**src/hdl/string_bucket_hash_unit_macros.svh**
```systemverilog
`ifndef STRING_BUCKET_HASH_UNIT_MACROS_SVH
`define STRING_BUCKET_HASH_UNIT_MACROS_SVH

// same-cycle implication, checked outside reset
`define SBH_ASSERT_NOW(label, ante, cons, msg) \
    label: assert property (@(posedge clk) disable iff (!rst_n) (ante) |-> (cons)) \
        else $error(msg);

// next-cycle implication, checked outside reset
`define SBH_ASSERT_NEXT(label, ante, cons, msg) \
    label: assert property (@(posedge clk) disable iff (!rst_n) (ante) |=> (cons)) \
        else $error(msg);

`endif

```
**src/hdl/sbh_pkg.sv**
```systemverilog
`timescale 1ns / 1ps

package sbh_pkg;

    localparam int unsigned SBH_WORD_W   = 32;
    localparam logic [31:0] SBH_GOLDEN   = 32'h9e3779b9;
    localparam logic [31:0] SBH_TS_RESET = 32'd1024;
    localparam logic [3:0]  SBH_GROUP_LAST = 4'd11;
    localparam logic [3:0]  SBH_MIX_LAST   = 4'd8;

    typedef struct packed {
        logic                  start;
        logic [SBH_WORD_W-1:0] dividend;
        logic [SBH_WORD_W-1:0] divisor;
    } mod_req_t;

    typedef struct packed {
        logic                  done;
        logic [SBH_WORD_W-1:0] remainder;
    } mod_rsp_t;

    function automatic logic [4:0] sbh_mix_shift(input logic [3:0] step);
        logic [4:0] amt;
        begin
            case (step)
                4'd0:    amt = 5'd13;
                4'd1:    amt = 5'd8;
                4'd2:    amt = 5'd13;
                4'd3:    amt = 5'd12;
                4'd4:    amt = 5'd16;
                4'd5:    amt = 5'd5;
                4'd6:    amt = 5'd3;
                4'd7:    amt = 5'd10;
                4'd8:    amt = 5'd15;
                default: amt = 5'd0;
            endcase
            return amt;
        end
    endfunction

endpackage

```
**src/hdl/string_bucket_hash_unit.sv**
```systemverilog
`timescale 1ns / 1ps
`include "string_bucket_hash_unit_macros.svh"

// channel   handshake                 payload
// data      data_valid / data_stall   data_byte, last
// bucket    bucket_valid / bucket_stall bucket
// cfg       cfg_valid / cfg_ready     table_size
//
// one byte per cycle while data_stall is low; every twelfth byte adds mixing, steps 0 to 8 (one mix step a cycle)
// a last byte runs the mix steps, then the serial remainder unit, then the output state
// reset: table_size 1024, words seeded, no bucket pending
// a finished bucket waits in an output register; data_stall is high while mixing,
// dividing, while a table_size write is offered, or while a new bucket cannot yet
// enter the output register

module string_bucket_hash_unit
    import sbh_pkg::*;
(
    input  logic        clk,
    input  logic        rst_n,
    input  logic        data_valid,
    output logic        data_stall,
    input  logic [7:0]  data_byte,
    input  logic        last,
    output logic        bucket_valid,
    input  logic        bucket_stall,
    output logic [31:0] bucket,
    input  logic        cfg_valid,
    output logic        cfg_ready,
    input  logic [31:0] table_size
);

    localparam logic [1:0] ST_IDLE = 2'd0;
    localparam logic [1:0] ST_MIX  = 2'd1;
    localparam logic [1:0] ST_MOD  = 2'd2;
    localparam logic [1:0] ST_OUT  = 2'd3;

    localparam logic [1:0] ROLE_A = 2'd0;
    localparam logic [1:0] ROLE_B = 2'd1;
    localparam logic [1:0] ROLE_C = 2'd2;

    logic [1:0]  state_reg, state_next;
    logic [3:0]  step_reg, step_next;
    logic [1:0]  role_reg, role_next;
    logic        final_reg, final_next;
    logic [3:0]  count_reg, count_next;
    logic [31:0] a_reg, a_next;
    logic [31:0] b_reg, b_next;
    logic [31:0] c_reg, c_next;
    logic [31:0] modulus_reg, modulus_next;
    logic        small_reg, small_next;
    logic [7:0]  tail_reg [3];
    logic [7:0]  tail_next [3];
    logic [31:0] res_reg, res_next;
    logic [31:0] bucket_reg, bucket_next;
    logic        bucket_valid_reg, bucket_valid_next;

    logic [31:0] lane;
    logic [31:0] tail_word;
    logic [7:0]  m8, m9, m10;
    logic [31:0] mt, mx, my, diff, shifted, mix_res;
    logic [4:0]  amt;
    mod_req_t    mod_req;
    mod_rsp_t    mod_rsp;

    sbh_mod u_mod (
        .clk   (clk),
        .rst_n (rst_n),
        .req   (mod_req),
        .rsp   (mod_rsp)
    );

    assign data_stall   = (state_reg != ST_IDLE) || cfg_valid;
    assign cfg_ready    = (state_reg == ST_IDLE);
    assign bucket_valid = bucket_valid_reg;
    assign bucket       = bucket_reg;

    // byte placed in its lane of the word
    assign lane = 32'(data_byte) << {count_reg[1:0], 3'b000};

    // tail count in the low byte, tail bytes 8 to 10 from bit 8 up
    assign m8        = (count_reg >= 4'd9)  ? tail_reg[0] : 8'd0;
    assign m9        = (count_reg >= 4'd10) ? tail_reg[1] : 8'd0;
    assign m10       = (count_reg >= 4'd11) ? tail_reg[2] : 8'd0;
    assign tail_word = {m10, m9, m8, 4'b0000, count_reg};

    // shared mix step: t = (t - x - y) ^ shift(y)
    always_comb
    begin
        case (role_reg)
            ROLE_A:
            begin
                mt = a_reg; mx = b_reg; my = c_reg;
            end
            ROLE_B:
            begin
                mt = b_reg; mx = c_reg; my = a_reg;
            end
            default:
            begin
                mt = c_reg; mx = a_reg; my = b_reg;
            end
        endcase
    end

    assign amt     = sbh_mix_shift(step_reg);
    assign diff    = mt - mx - my;
    assign shifted = (role_reg == ROLE_B) ? (my << amt) : (my >> amt);
    assign mix_res = diff ^ shifted;

    always_comb
    begin
        state_next        = state_reg;
        step_next         = step_reg;
        role_next         = role_reg;
        final_next        = final_reg;
        count_next        = count_reg;
        a_next            = a_reg;
        b_next            = b_reg;
        c_next            = c_reg;
        modulus_next      = modulus_reg;
        small_next        = small_reg;
        tail_next         = tail_reg;
        res_next          = res_reg;
        bucket_next       = bucket_reg;
        bucket_valid_next = bucket_valid_reg;

        mod_req.start    = 1'b0;
        mod_req.dividend = mix_res;
        mod_req.divisor  = modulus_reg;

        if (bucket_valid_reg && !bucket_stall)
        begin
            bucket_valid_next = 1'b0;
        end

        if (cfg_valid && cfg_ready)
        begin
            modulus_next = table_size - 32'd1;
            small_next   = (table_size < 32'd2);
            a_next       = SBH_GOLDEN;
            b_next       = SBH_GOLDEN;
            c_next       = table_size - 32'd1;
            count_next   = '0;
        end
        else
        begin
            case (state_reg)
                ST_IDLE:
                begin
                    if (data_valid)
                    begin
                        step_next = '0;
                        role_next = ROLE_A;
                        if (last)
                        begin
                            c_next     = c_reg + tail_word;
                            count_next = '0;
                            final_next = 1'b1;
                            state_next = ST_MIX;
                        end
                        else if (count_reg == SBH_GROUP_LAST)
                        begin
                            c_next     = c_reg + {data_byte, tail_reg[2], tail_reg[1],
                                                  tail_reg[0]};
                            count_next = '0;
                            final_next = 1'b0;
                            state_next = ST_MIX;
                        end
                        else
                        begin
                            count_next = count_reg + 4'd1;
                            if (count_reg < 4'd4)
                            begin
                                a_next = a_reg + lane;
                            end
                            else if (count_reg < 4'd8)
                            begin
                                b_next = b_reg + lane;
                            end
                            else
                            begin
                                case (count_reg[1:0])
                                    2'd0:    tail_next[0] = data_byte;
                                    2'd1:    tail_next[1] = data_byte;
                                    default: tail_next[2] = data_byte;
                                endcase
                            end
                        end
                    end
                end
                ST_MIX:
                begin
                    case (role_reg)
                        ROLE_A:  a_next = mix_res;
                        ROLE_B:  b_next = mix_res;
                        default: c_next = mix_res;
                    endcase
                    if (step_reg == SBH_MIX_LAST)
                    begin
                        step_next = '0;
                        role_next = ROLE_A;
                        if (final_reg)
                        begin
                            mod_req.start = 1'b1;
                            state_next    = ST_MOD;
                        end
                        else
                        begin
                            state_next = ST_IDLE;
                        end
                    end
                    else
                    begin
                        step_next = step_reg + 4'd1;
                        role_next = (role_reg == ROLE_C) ? ROLE_A : role_reg + 2'd1;
                    end
                end
                ST_MOD:
                begin
                    if (mod_rsp.done)
                    begin
                        res_next   = small_reg ? 32'd0 : mod_rsp.remainder + 32'd1;
                        state_next = ST_OUT;
                    end
                end
                ST_OUT:
                begin
                    if (!bucket_valid_reg || !bucket_stall)
                    begin
                        bucket_next       = res_reg;
                        bucket_valid_next = 1'b1;
                        a_next            = SBH_GOLDEN;
                        b_next            = SBH_GOLDEN;
                        c_next            = modulus_reg;
                        count_next        = '0;
                        state_next        = ST_IDLE;
                    end
                end
                default:
                begin
                    state_next = ST_IDLE;
                end
            endcase
        end
    end

    always_ff @(posedge clk or negedge rst_n)
    begin
        if (!rst_n)
        begin
            state_reg        <= ST_IDLE;
            step_reg         <= '0;
            role_reg         <= ROLE_A;
            final_reg        <= 1'b0;
            count_reg        <= '0;
            a_reg            <= SBH_GOLDEN;
            b_reg            <= SBH_GOLDEN;
            c_reg            <= SBH_TS_RESET - 32'd1;
            modulus_reg      <= SBH_TS_RESET - 32'd1;
            small_reg        <= 1'b0;
            bucket_valid_reg <= 1'b0;
        end
        else
        begin
            state_reg        <= state_next;
            step_reg         <= step_next;
            role_reg         <= role_next;
            final_reg        <= final_next;
            count_reg        <= count_next;
            a_reg            <= a_next;
            b_reg            <= b_next;
            c_reg            <= c_next;
            modulus_reg      <= modulus_next;
            small_reg        <= small_next;
            bucket_valid_reg <= bucket_valid_next;
        end
    end

    always_ff @(posedge clk)
    begin
        tail_reg   <= tail_next;
        res_reg    <= res_next;
        bucket_reg <= bucket_next;
    end

    `SBH_ASSERT_NEXT(a_mod_after_mix, state_reg == ST_MIX && step_reg == SBH_MIX_LAST && final_reg, state_reg == ST_MOD, "final mix did not start remainder")
    `SBH_ASSERT_NOW(a_count_range, state_reg != ST_IDLE, count_reg == 4'd0 || state_reg == ST_OUT, "byte count not cleared after group")
    `SBH_ASSERT_NOW(a_load_from_out, $rose(bucket_valid_reg), $past(state_reg) == ST_OUT, "bucket loaded outside output state")
    `SBH_ASSERT_NOW(a_step_range, state_reg == ST_MIX, step_reg <= SBH_MIX_LAST, "mix step out of range")

endmodule

```
**src/hdl/sbh_mod.sv**
```systemverilog
`timescale 1ns / 1ps
`include "string_bucket_hash_unit_macros.svh"

module sbh_mod
    import sbh_pkg::*;
(
    input  logic     clk,
    input  logic     rst_n,
    input  mod_req_t req,
    output mod_rsp_t rsp
);

    localparam int unsigned CNT_W = $clog2(SBH_WORD_W);

    logic                  busy_reg, busy_next;
    logic                  done_reg, done_next;
    logic [CNT_W-1:0]      cnt_reg, cnt_next;
    logic [SBH_WORD_W-1:0] rem_reg, rem_next;
    logic [SBH_WORD_W-1:0] dvd_reg, dvd_next;
    logic [SBH_WORD_W:0]   trial;

    // one remainder bit per cycle, restoring form
    assign trial = {rem_reg, dvd_reg[SBH_WORD_W-1]};

    always_comb
    begin
        busy_next = busy_reg;
        done_next = 1'b0;
        cnt_next  = cnt_reg;
        rem_next  = rem_reg;
        dvd_next  = dvd_reg;
        if (req.start)
        begin
            busy_next = 1'b1;
            cnt_next  = '0;
            rem_next  = '0;
            dvd_next  = req.dividend;
        end
        else if (busy_reg)
        begin
            if (trial >= {1'b0, req.divisor})
            begin
                rem_next = SBH_WORD_W'(trial - {1'b0, req.divisor});
            end
            else
            begin
                rem_next = trial[SBH_WORD_W-1:0];
            end
            dvd_next = {dvd_reg[SBH_WORD_W-2:0], 1'b0};
            cnt_next = cnt_reg + CNT_W'(1);
            if (cnt_reg == CNT_W'(SBH_WORD_W - 1))
            begin
                busy_next = 1'b0;
                done_next = 1'b1;
            end
        end
    end

    always_ff @(posedge clk or negedge rst_n)
    begin
        if (!rst_n)
        begin
            busy_reg <= 1'b0;
            done_reg <= 1'b0;
            cnt_reg  <= '0;
        end
        else
        begin
            busy_reg <= busy_next;
            done_reg <= done_next;
            cnt_reg  <= cnt_next;
        end
    end

    always_ff @(posedge clk)
    begin
        rem_reg <= rem_next;
        dvd_reg <= dvd_next;
    end

    assign rsp.done      = done_reg;
    assign rsp.remainder = rem_reg;

    `SBH_ASSERT_NOW(a_rem_below_divisor, rsp.done && req.divisor != '0, rsp.remainder < req.divisor, "remainder not below divisor")
    `SBH_ASSERT_NOW(a_no_start_busy, req.start, !busy_reg, "start while busy")
    `SBH_ASSERT_NEXT(a_done_pulse, done_reg, !done_reg && !busy_reg, "done longer than one cycle")

endmodule
```
**config.mk**
```make
export PLATFORM = sky130hd
export DESIGN_NAME = string_bucket_hash_unit
export DESIGN_NICKNAME = d
export VERILOG_FILES = /design/src/hdl/sbh_pkg.sv /design/src/hdl/string_bucket_hash_unit.sv /design/src/hdl/sbh_mod.sv
export VERILOG_INCLUDE_DIRS = /design/src /design/src/hdl
export SDC_FILE = /design/constraint.sdc
export NUM_CORES = 1
export LEC_CHECK = 0
export BUFFER_PORTS_ARGS = -buffer_cell sky130_fd_sc_hd__buf_2
export CORE_MARGIN = 2
export CORE_UTILIZATION = 51
export DETAILED_ROUTE_END_ITERATION = 10
export HOLD_SLACK_MARGIN = 0.15
export PLACE_DENSITY = 0.71
export SYNTH_ARGS = -nofsm -noshare
export SYNTH_HDL_FRONTEND = slang
export SYNTH_HIERARCHICAL = 1
export SYNTH_SLANG_ARGS = --single-unit
export TNS_END_PERCENT = 10
```
**constraint.sdc**
```tcl
create_clock -name clk -period 5.35 [get_ports clk]
set_input_delay 0 -clock clk [delete_from_list [all_inputs] [get_ports clk]]
set_output_delay 0 -clock clk [all_outputs]
set_load 0.05 [all_outputs]
```
# Word level (Yosys, flattened, before mapping)
# Memories as Yosys holds them, arrays and structs flattened.
# Cells that the tools add are included.
# W data, S select, Z words.
totals:
  register_bits: 302
  rom_bits: 80
  out_inout_bits: 35
  memories: 1
op_classes:
  n_lt_le_gt_ge: 7
  n_mux: 72
  addsub: 13
  n_bitwise: 7
  eq_ne: 25
  reduce_logical: 29
  shifts: 3
mem_list:
  columns: ["memory", "words", "word_bits", "read_ports", "rd_clocked_by_memory_dff", "write_ports", "line", "rtl"]
  rows:
  - ["(name not given)", 16, 5, 1, 0, 0, "sbh_pkg.sv:25", "case (step)"]
ops:
  columns: ["operator", "n"]
  rows:
  - ["$mux W32", 24]
  - ["$pmux W32 S3", 3]
  - ["$pmux W32 S2", 3]
  - ["$add A32 B32 Y32", 4]
  - ["$sub A32 B32 Y32", 3]
  - ["$ge A33 B32 Y1", 1]
  - ["$add A32 B1 Y32 const B", 1]
  - ["$lt A32 B2 Y1 const B", 1]
  - ["$reduce_and A8 Y1", 4]
  - ["$shl A32 B5 Y32", 1]
  - ["$shl A8 B5 Y32", 1]
  - ["$shr A32 B5 Y32", 1]
  - ["$sub A32 B1 Y32 const B", 1]
  - ["$xor A32 B32 Y32", 1]
  - ["$mux W4", 7]
  - ["$mux W8", 3]
  - ["$mux W2", 10]
  - ["$mux W1", 16]
  - ["$pmux W4 S2", 2]
  - ["$ne A3 B3 Y1 const B", 5]
  - ["$ge A4 B4 Y1 const B", 3]
  - ["$ne A3 B2 Y1 const B", 4]
  - ["$reduce_and A3 Y1", 4]
  - ["$mux W5", 2]
  - ["other kinds (28)", 51]

# Longest topological paths before layout
# Gate-level depths: netlist (run 1).
logic_depth:
  depth_word: 9
  ltp_mapped: 23
  ltp_nobuf: 16

# Modules after synthesis
# Netlist (run 1), hierarchy kept.
modules_own_cells:
  columns: ["module", "cells_each", "area_each_um2", "n_inst"]
  rows:
  - ["string_bucket_hash_unit", 2980, 24633.6, 1]
  - ["sbh_mod", 552, 4872.2, 1]

# Worst setup path before layout (run 1)
# No wires, ideal clock.
synth_timing:
  path_kind: "register -> register"
  from: "reg role_reg[1]"
  to: "reg u_mod.dvd_reg[31] (data pin)"
  required_ps: 5090
  path_stages_with_launch: 19
  path_buffers: 7
  path_slack_ps: 49
  t_arrival_ps: 5041
  synth_period_minus_slack_ps: 5301
  path_cell_list: "dfrtp_1 buf_2 buf_6 buf_2 clkbuf_1 clkbuf_1 clkbuf_1 buf_1 a21oi_1 fa_1 ha_1 a21o_1 a2111oi_0 o211ai_1 o21a_1 o21ai_1 o21ai_0 xnor3_1 mux2_2"
synth_between:
  elab_chain_len: 6
synth_rtl:
  columns: ["item", "line", "rtl"]
  rows:
  - ["start, declared", "string_bucket_hash_unit.sv:44", "logic [1:0] role_reg, role_next;"]
  - ["start signal, assigned", "string_bucket_hash_unit.sv:268", "role_reg <= role_next;"]
  - ["$eq A2 B1 Y1 / $logic_not A2 Y1 (equally long branches)", "string_bucket_hash_unit.sv:90, string_bucket_hash_unit.sv:108", null]
  - ["$pmux W32 S2", "string_bucket_hash_unit.sv:90", "case (role_reg)"]
  - ["$sub A32 B32 Y32 (tied with other cells)", "string_bucket_hash_unit.sv:107", "assign diff = mt - mx - my;"]
  - ["$sub A32 B32 Y32 / $mux W32 (equally long branches)", "string_bucket_hash_unit.sv:107, string_bucket_hash_unit.sv:108", null]
  - ["$xor A32 B32 Y32 *", "string_bucket_hash_unit.sv:109", "assign mix_res = diff ^ shifted;"]
  - ["net mix_res[31]", "string_bucket_hash_unit.sv:61", "logic [31:0] mt, mx, my, diff, shifted, mix_res;"]
  - ["$mux W32 *", "sbh_mod.sv:32", "if (req.start)"]
  - ["net u_mod.dvd_next[31]", "sbh_mod.sv:19", "logic [SBH_WORD_W-1:0] dvd_reg, dvd_next;"]
  - ["end signal, assigned", "sbh_mod.sv:78", "dvd_reg <= dvd_next;"]
  - ["end, declared", "sbh_mod.sv:19", null]
# Mark *: on every way through the listed nets, which the timed path passes. The rest lies on a longest branch.
# A chain may end at the register's enable or synchronous reset.

# Worst setup path in the final report (run 1)
layout_timing:
  from: "reg role_reg[0]"
  to: "reg c_reg[30]"
layout_between:
  elab_chain_len: 8
layout_rtl:
  columns: ["item", "line", "rtl"]
  rows:
  - ["$eq A2 B1 Y1 / $logic_not A2 Y1 (equally long branches)", "string_bucket_hash_unit.sv:90, string_bucket_hash_unit.sv:108, string_bucket_hash_unit.sv:194", null]
  - ["$pmux W32 S2", "string_bucket_hash_unit.sv:90", null]
  - ["$sub A32 B32 Y32 (tied with other cells)", "string_bucket_hash_unit.sv:107", null]
  - ["$sub A32 B32 Y32 / $mux W32 (equally long branches)", "string_bucket_hash_unit.sv:107, string_bucket_hash_unit.sv:108", null]
  - ["$xor A32 B32 Y32", "string_bucket_hash_unit.sv:109", null]
  - ["$mux W32", "string_bucket_hash_unit.sv:194", "case (role_reg)"]
  - ["$pmux W32 S3", "string_bucket_hash_unit.sv:148", "case (state_reg)"]
  - ["$mux W32", "string_bucket_hash_unit.sv:137", "if (cfg_valid && cfg_ready)"]
  - ["end signal, assigned", "string_bucket_hash_unit.sv:259", "c_reg <= SBH_TS_RESET - 32'd1;"]
  - ["end signal, assigned", "string_bucket_hash_unit.sv:273", "c_reg <= c_next;"]
  - ["end, declared", "string_bucket_hash_unit.sv:49", "logic [31:0] c_reg, c_next;"]
# Parallel ways exist; a longest one is shown, timed or not. The select of a mux whose other input is x is not followed.

==> impl_metrics.ini, run 1 <==
[worst_setup_path]
crit_fanout = 33
crit_type = reg2reg
r2r_slack_ps = 300
r2r_cells = 16
crit_start = role_reg[0]$_DFFE_PN0P_
worstReg2RegEnd = c_reg[30]$_DFFE_PN0P_
critPathLaunchType = flop
worstPathRequired_ps = 5820
crit_arrival_ps = 5520
endpoint_kind = flop
r2r_start = role_reg[0]$_DFFE_PN0P_

[logic_synthesis]
ys_types = 110
ys.warnings.count = 6
synthAdderAreaFrac_pct = 9.50
postSynthAreaPerCell_um2 = 8.35
muxShareOfSynthArea_pct = 8.74
ys_seq_area_share_pct = 27.4
synth_top_family_by_area = compound AO/OA/AOI/OAI gates
synth_edf_count = 120
synth_area_mm2 = 0.0295
syn_inst = 3532
async_flop_share_pct = 49.7
ys_seq_elements = 302
synth_nets = 3781
synth-xor-area-share_pct = 6.83
synth-simple-area-share_pct = 16.5
ys.flop_type = edfxtp_1
synth_compound_area_share_pct = 25.8

[cts]
cts_buffers = 36
cts_tree = built
htree_levels = 2
insertion_delay_ps = 580
cts.sinks = 302
clk_pin_slew_ps = 60
clockBufferDepth = 3
clockRootBuffer = clkbuf_16

[min_path]
hold_path.class = in2async

[routing]
wire_per_inst_um = 25.3
wl_mm = 112
postRouteAntennaNets = 0
drt-initial-drc-count = 3596
vias_per_cell = 6.56
first_pass_iters = 6
drc = 0
num_vias = 29118

[global_routing]
grt.total_usage_pct = 36.7
busiest_layer = met2
grt_max_degree = 83
grtUsageMet3_pct = 8.33
grt_use_met2_pct = 52.2
grt.overflow.total = 0
antenna_found_initial = 0
grt_pass1_wl_mm = 167
grt_pass1_vias = 26555
grtUsageMet1_pct = 51.2

[outcome]
outcome = completed

[floorplanning]
start_util_pct = 51.3
dieWidth_um = 245
core_region_area_mm2 = 0.0575
die_h_um = 245
io_pins = 81
fp.dieArea_mm2 = 0.0598
rows = 88

[job]
cap_viol_max_count = 0

[sta]
timing.fmax_mhz = 198
hold_violations = 0
finalSetupViolations = 0
fin_tns_setup_ps = 0
hold-worst-slack_ps = 196
tightest_slew_ps = 1040
finalClockSkew_ps = 34.4
period_needed_ps = 5050
min_period_over_period_pct = 94.3
rsz0062_at_grt = false
drv_slew = 0
maxSlewHeadroom_pct = 30.8

[final_layout]
fin_area_mm2 = 0.0330
final_nets = 3891
fill_cells = 5243
utilization_pct = 57.4
drive_gt1_share_pct = 12.6
syn_to_final_growth_pct = 11.8

[placed_design]
port_buffers = 80
place.gp.congestion = 1.03
place_area_mm2 = 0.0310
dp_hpwl_mm = 86.8
-- cells in the final DEF (no fill, tap or decap), types with 40 or more instances in the layout --
master,n
nor3_1,79
dfrtp_1,87
o21ai_0,253
a21o_1,69
nand3_1,83
buf_4,117
xnor2_1,137
mux2_2,48
inv_1,151
dlygate4sd3_1,68
o21ai_1,41
edfxtp_1,120
nor2_1,308
xor2_1,80
mux2i_1,187
o21a_1,40
a21oi_1,270
a211oi_1,45
nand2_1,354
ha_1,168
dfstp_2,60
buf_2,79
o211ai_1,91
-- cells in the mapped netlist (all sizes together) (21+ instances only) --
| cell | number | area share (%) |
|---|---|---|
| edfxtp | 120 | 12 |
| a21o | 69 | 1.8 |
| xor2 | 80 | 2.4 |
| dfrtp | 90 | 7.6 |
| mux2 | 49 | 1.9 |
| a211oi | 48 | 1.3 |
| a221oi | 23 | 0.73 |
| dfxtp | 32 | 2.2 |
| xnor2 | 137 | 4.1 |
| clkbuf | 105 | 1.3 |
| a21oi | 275 | 4.7 |
| nor2b | 26 | 0.58 |
| o21bai | 21 | 0.53 |
| mux2i | 190 | 6.5 |
| and2 | 22 | 0.47 |
| fa | 35 | 2.4 |
| a22o | 25 | 0.74 |
| a31oi | 25 | 0.53 |
| nand4 | 29 | 0.61 |
| o211ai | 95 | 2.5 |
| and3 | 31 | 0.66 |
| o21ai | 306 | 5.3 |
| nand2 | 356 | 4.5 |
| dfstp | 60 | 5.3 |
| o21a | 41 | 1.0 |
| nor2 | 310 | 4.0 |
| o221ai | 38 | 1.2 |
| nor3 | 80 | 1.4 |
| buf | 97 | 2.0 |
| a311oi | 29 | 0.88 |
| nand3 | 83 | 1.4 |
| nand2b | 23 | 0.49 |
| inv | 152 | 1.9 |
| ha | 168 | 7.1 |
-- critical path, cell delays in order (launching register included) --
cell	delay, ps
dfrtp_4	620
buf_12	280
buf_4	250
mux2i_1	260
o21ai_1	210
fa_1	540
inv_1	40
ha_1	370
a21o_1	210
a221oi_1	270
or4b_1	490
o211ai_1	210
a21oi_1	130
a31oi_1	290
nor3_1	90
or3b_1	470
a31oi_1	190
-- kinds of logic after synthesis --
group	count (synthesis)
adders and majority gates	203
and+or+nand+nor	1057
buffers and inverters	358
xor gates and xnor gates	222
muxes	244
AOI/OAI and AO/OA	1146
DFF	302
-- area by class of cell --
cell class / instances / area (µm²) / share of cell area (%)
Antenna cell: 1 / 2.50 / 0.00759
Multi-Input combinational cell: 2872 / 19900 / 60.5
Timing Repair Buffer: 274 / 2140 / 6.50
Clock inverter: 22 / 287 / 0.869
Tap cell: 765 / 957 / 2.90
Inverter: 156 / 586 / 1.78
Sequential cell: 302 / 8080 / 24.5
Clock buffer: 44 / 981 / 2.97
-- metrics by stage --
stage	setup slack [ps]	cells
floorplan	49.2	3532
global placement	147	4298
detailed placement	154	4298
CTS	107	4433
global route	13.4	4435
finish	304	4436
-- routing by layer --
| layer | vias to the layer above | part of all wire [%] |
|---|---|---|
| met5 | - | 0 |
| met4 | 0 | 6.5 |
| met3 | 351 | 11 |
| met2 | 1798 | 41 |
| met1 | 13652 | 42 |
| li1 | 13317 | - |
-- how the worst max path moves through the flow --
stage	end	slack [ps]
floorplan	u_mod/dvd_reg[31]$_DFFE_PP_	50
global placement	b_reg[23]$_DFFE_PN0P_	150
detailed placement	b_reg[23]$_DFFE_PN0P_	150
CTS	b_reg[23]$_DFFE_PN0P_	110
global route	c_reg[30]$_DFFE_PN0P_	10
finish	c_reg[30]$_DFFE_PN0P_	300
-- timing repair --
item	in CTS	in global routing
gates resized for setup	0	6
hold buffers	69	0
setup endpoints to repair	0	19
setup buffers	0	2
hold endpoints to repair	225	0
Power of run 1 is left out: the tool's default activity adds up to more than one toggle a clock period on the data nets, which glitch-free logic cannot reach.
==> inputs of run 2 (changes only) <==
--- a/config.mk
+++ b/config.mk
@@ -9,6 +9,7 @@
 export BUFFER_PORTS_ARGS = -buffer_cell sky130_fd_sc_hd__buf_2
 export CORE_MARGIN = 2
 export CORE_UTILIZATION = 51
+export CTS_BUF_LIST = sky130_fd_sc_hd__clkbuf_16
 export DETAILED_ROUTE_END_ITERATION = 10
 export HOLD_SLACK_MARGIN = 0.15
 export PLACE_DENSITY = 0.71
==> run 2 against run 1 <==
  * Register-to-register slack hardly changed
  * Die area stayed put
  * Routed wire length is 0.37% lower
==> impl_metrics.ini, run 2 (synthesized netlist as in run 1, its figures left out) <==
[final_layout]
drive_gt1_share_pct = 12.5
num_antenna_cells = 0
final_nets = 3891
final_common_cell = nand2_1
syn_to_final_growth_pct = 11.6
fin_area_mm2 = 0.0329
mostFrequentLayoutCells = nand2_1 (354), nor2_1 (308), a21oi_1 (270)

[worst_setup_path]
crit_buf_inv = 3
cpMostUsedCell = a31oi_1
critPathLaunchType = flop
crit_family = compound AO/OA/AOI/OAI gates
max_stage_delay_ps = 620
crit_fanout = 33
endpoint_kind = flop
crit_arrival_ps = 5530
worstPathRequired_ps = 5820
crit_type = reg2reg
path_cells = buf_12 -> buf_4 -> mux2i_1 -> o21ai_1 -> fa_1 -> inv_1 -> ha_1 -> a21o_1 -> a221oi_1 -> or4b_1 -> o211ai_1 -> a21oi_1 -> a31oi_1 -> nor3_1 -> or3b_1 -> a31oi_1
crit_slowest_cell = dfrtp_4

[routing]
first_pass_iters = 8
num_vias = 29035
drc = 0
postRouteAntennaNets = 0
vias_per_cell = 6.55
wl_mm = 112
drt-initial-drc-count = 3657
wire_per_inst_um = 25.2

[cts]
clockBufferDepth = 3
clockRootBuffer = clkbuf_16
cts_buffers = 36
htree_levels = 2
insertion_delay_ps = 580
cts_tree = built
cts.sinks = 302
clk_pin_slew_ps = 60

[placed_design]
port_buffers = 80
dp_hpwl_mm = 86.8
place.gp.congestion = 1.03
pre_cts_slack_ps = 154
place_area_mm2 = 0.0310

[sta]
finalWorstSetupSlack_ps = 296
hold_violations = 0
rsz0062_at_grt = false
fin_tns_setup_ps = 0
drv_slew = 0
tightest_slew_ps = 1030
timing.fmax_mhz = 198
hold-worst-slack_ps = 195
period_needed_ps = 5050
maxSlewHeadroom_pct = 31.3
finalClockSkew_ps = 37.6
min_period_over_period_pct = 94.5
finalSetupViolations = 0

[floorplanning]
io_pins = 81
rows = 88
dieWidth_um = 245
fp.dieArea_mm2 = 0.0598
die_h_um = 245
start_util_pct = 51.3
core_region_area_mm2 = 0.0575

[job]
cap_viol_max_count = 0

[global_routing]
antenna_found_initial = 0
grt_pass1_vias = 26559
grt_pass1_wl_mm = 167
grt.total_usage_pct = 36.6
grt_max_degree = 83
grt.overflow.total = 0

[outcome]
outcome = completed

[min_path]
hold_path.class = in2async
-- run 2: changes by cell type in the layout (fill, tap and decap cells not counted), sizes merged --
cell,delta
clkbuf,-8
inv,+3
diode,-1
clkinv,+5
-- run 2: metal layers --
layer | wire length (µm) | share of wire, % | vias up | track usage (%)
met5 | 0 | 0 | - | 0
li1 | - | - | 13312 | -
met4 | 7130 | 6.4 | 0 | 20.0
met1 | 46300 | 41 | 13613 | 51.0
met3 | 12600 | 11 | 357 | 8.44
met2 | 45600 | 41 | 1753 | 52.3
-- run 2: final timing paths --
kind,start,endpoint,slack [ps],depth (start not counted)
setup / recovery,role_reg[0]$_DFFE_PN0P_,c_reg[30]$_DFFE_PN0P_,300,16
hold / removal,rst_n,a_reg[4]$_DFFE_PN1P_,200,2
setup reg to reg,role_reg[0]$_DFFE_PN0P_,c_reg[30]$_DFFE_PN0P_,300,16
hold reg to reg,res_reg[30]$_SDFFCE_PP0P_,bucket[30]$_DFFE_PP_,410,0
max in group asynchronous,rst_n,u_mod/busy_reg$_DFF_PN0_,4440,3
min in group clk,data_byte[3],tail_reg[19]$_DFFE_PP_,200,2
-- run 2: area by class of cell --
| cell class | instances | area [µm²] |
|---|---|---|
| fillers | 5252 | 24500 |
| multi-input cells | 2872 | 19900 |
| flip-flops and latches | 302 | 8080 |
| repair buffers | 274 | 2140 |
| well taps | 765 | 957 |
| clock buffers | 36 | 901 |
| inverters | 156 | 586 |
| clock inverters | 30 | 317 |
-- run 2: worst reg2reg max path: cells and delay by family, from the launching register on --
kind | cells | cell delay, ps
multiplexers | 1 | 120
buffers and inverters | 3 | 610
adder cells (fa/ha/maj) | 2 | 790
AO/OA/AOI/OAI | 7 | 1750
flip-flops | 1 | 620
AND/OR/NAND/NOR | 3 | 1060
-- run 2: repair_timing --
action,in CTS,in global routing
resized for setup,0,6
endpoints found under the setup margin,0,18
hold buffers,69,0
hold endpoints to repair,225,0
buffers inserted,0,2
-- run 2: stage by stage --
| stage | instances | util [%] |
|---|---|---|
| global route | 4435 | 57.3 |
| CTS | 4433 | 57.2 |
| floorplan | 3532 | - |
| global placement | 4298 | 53.9 |
| detailed placement | 4298 | 53.9 |
| finish | 4435 | 57.3 |
Power of run 2 is left out for the same reason.
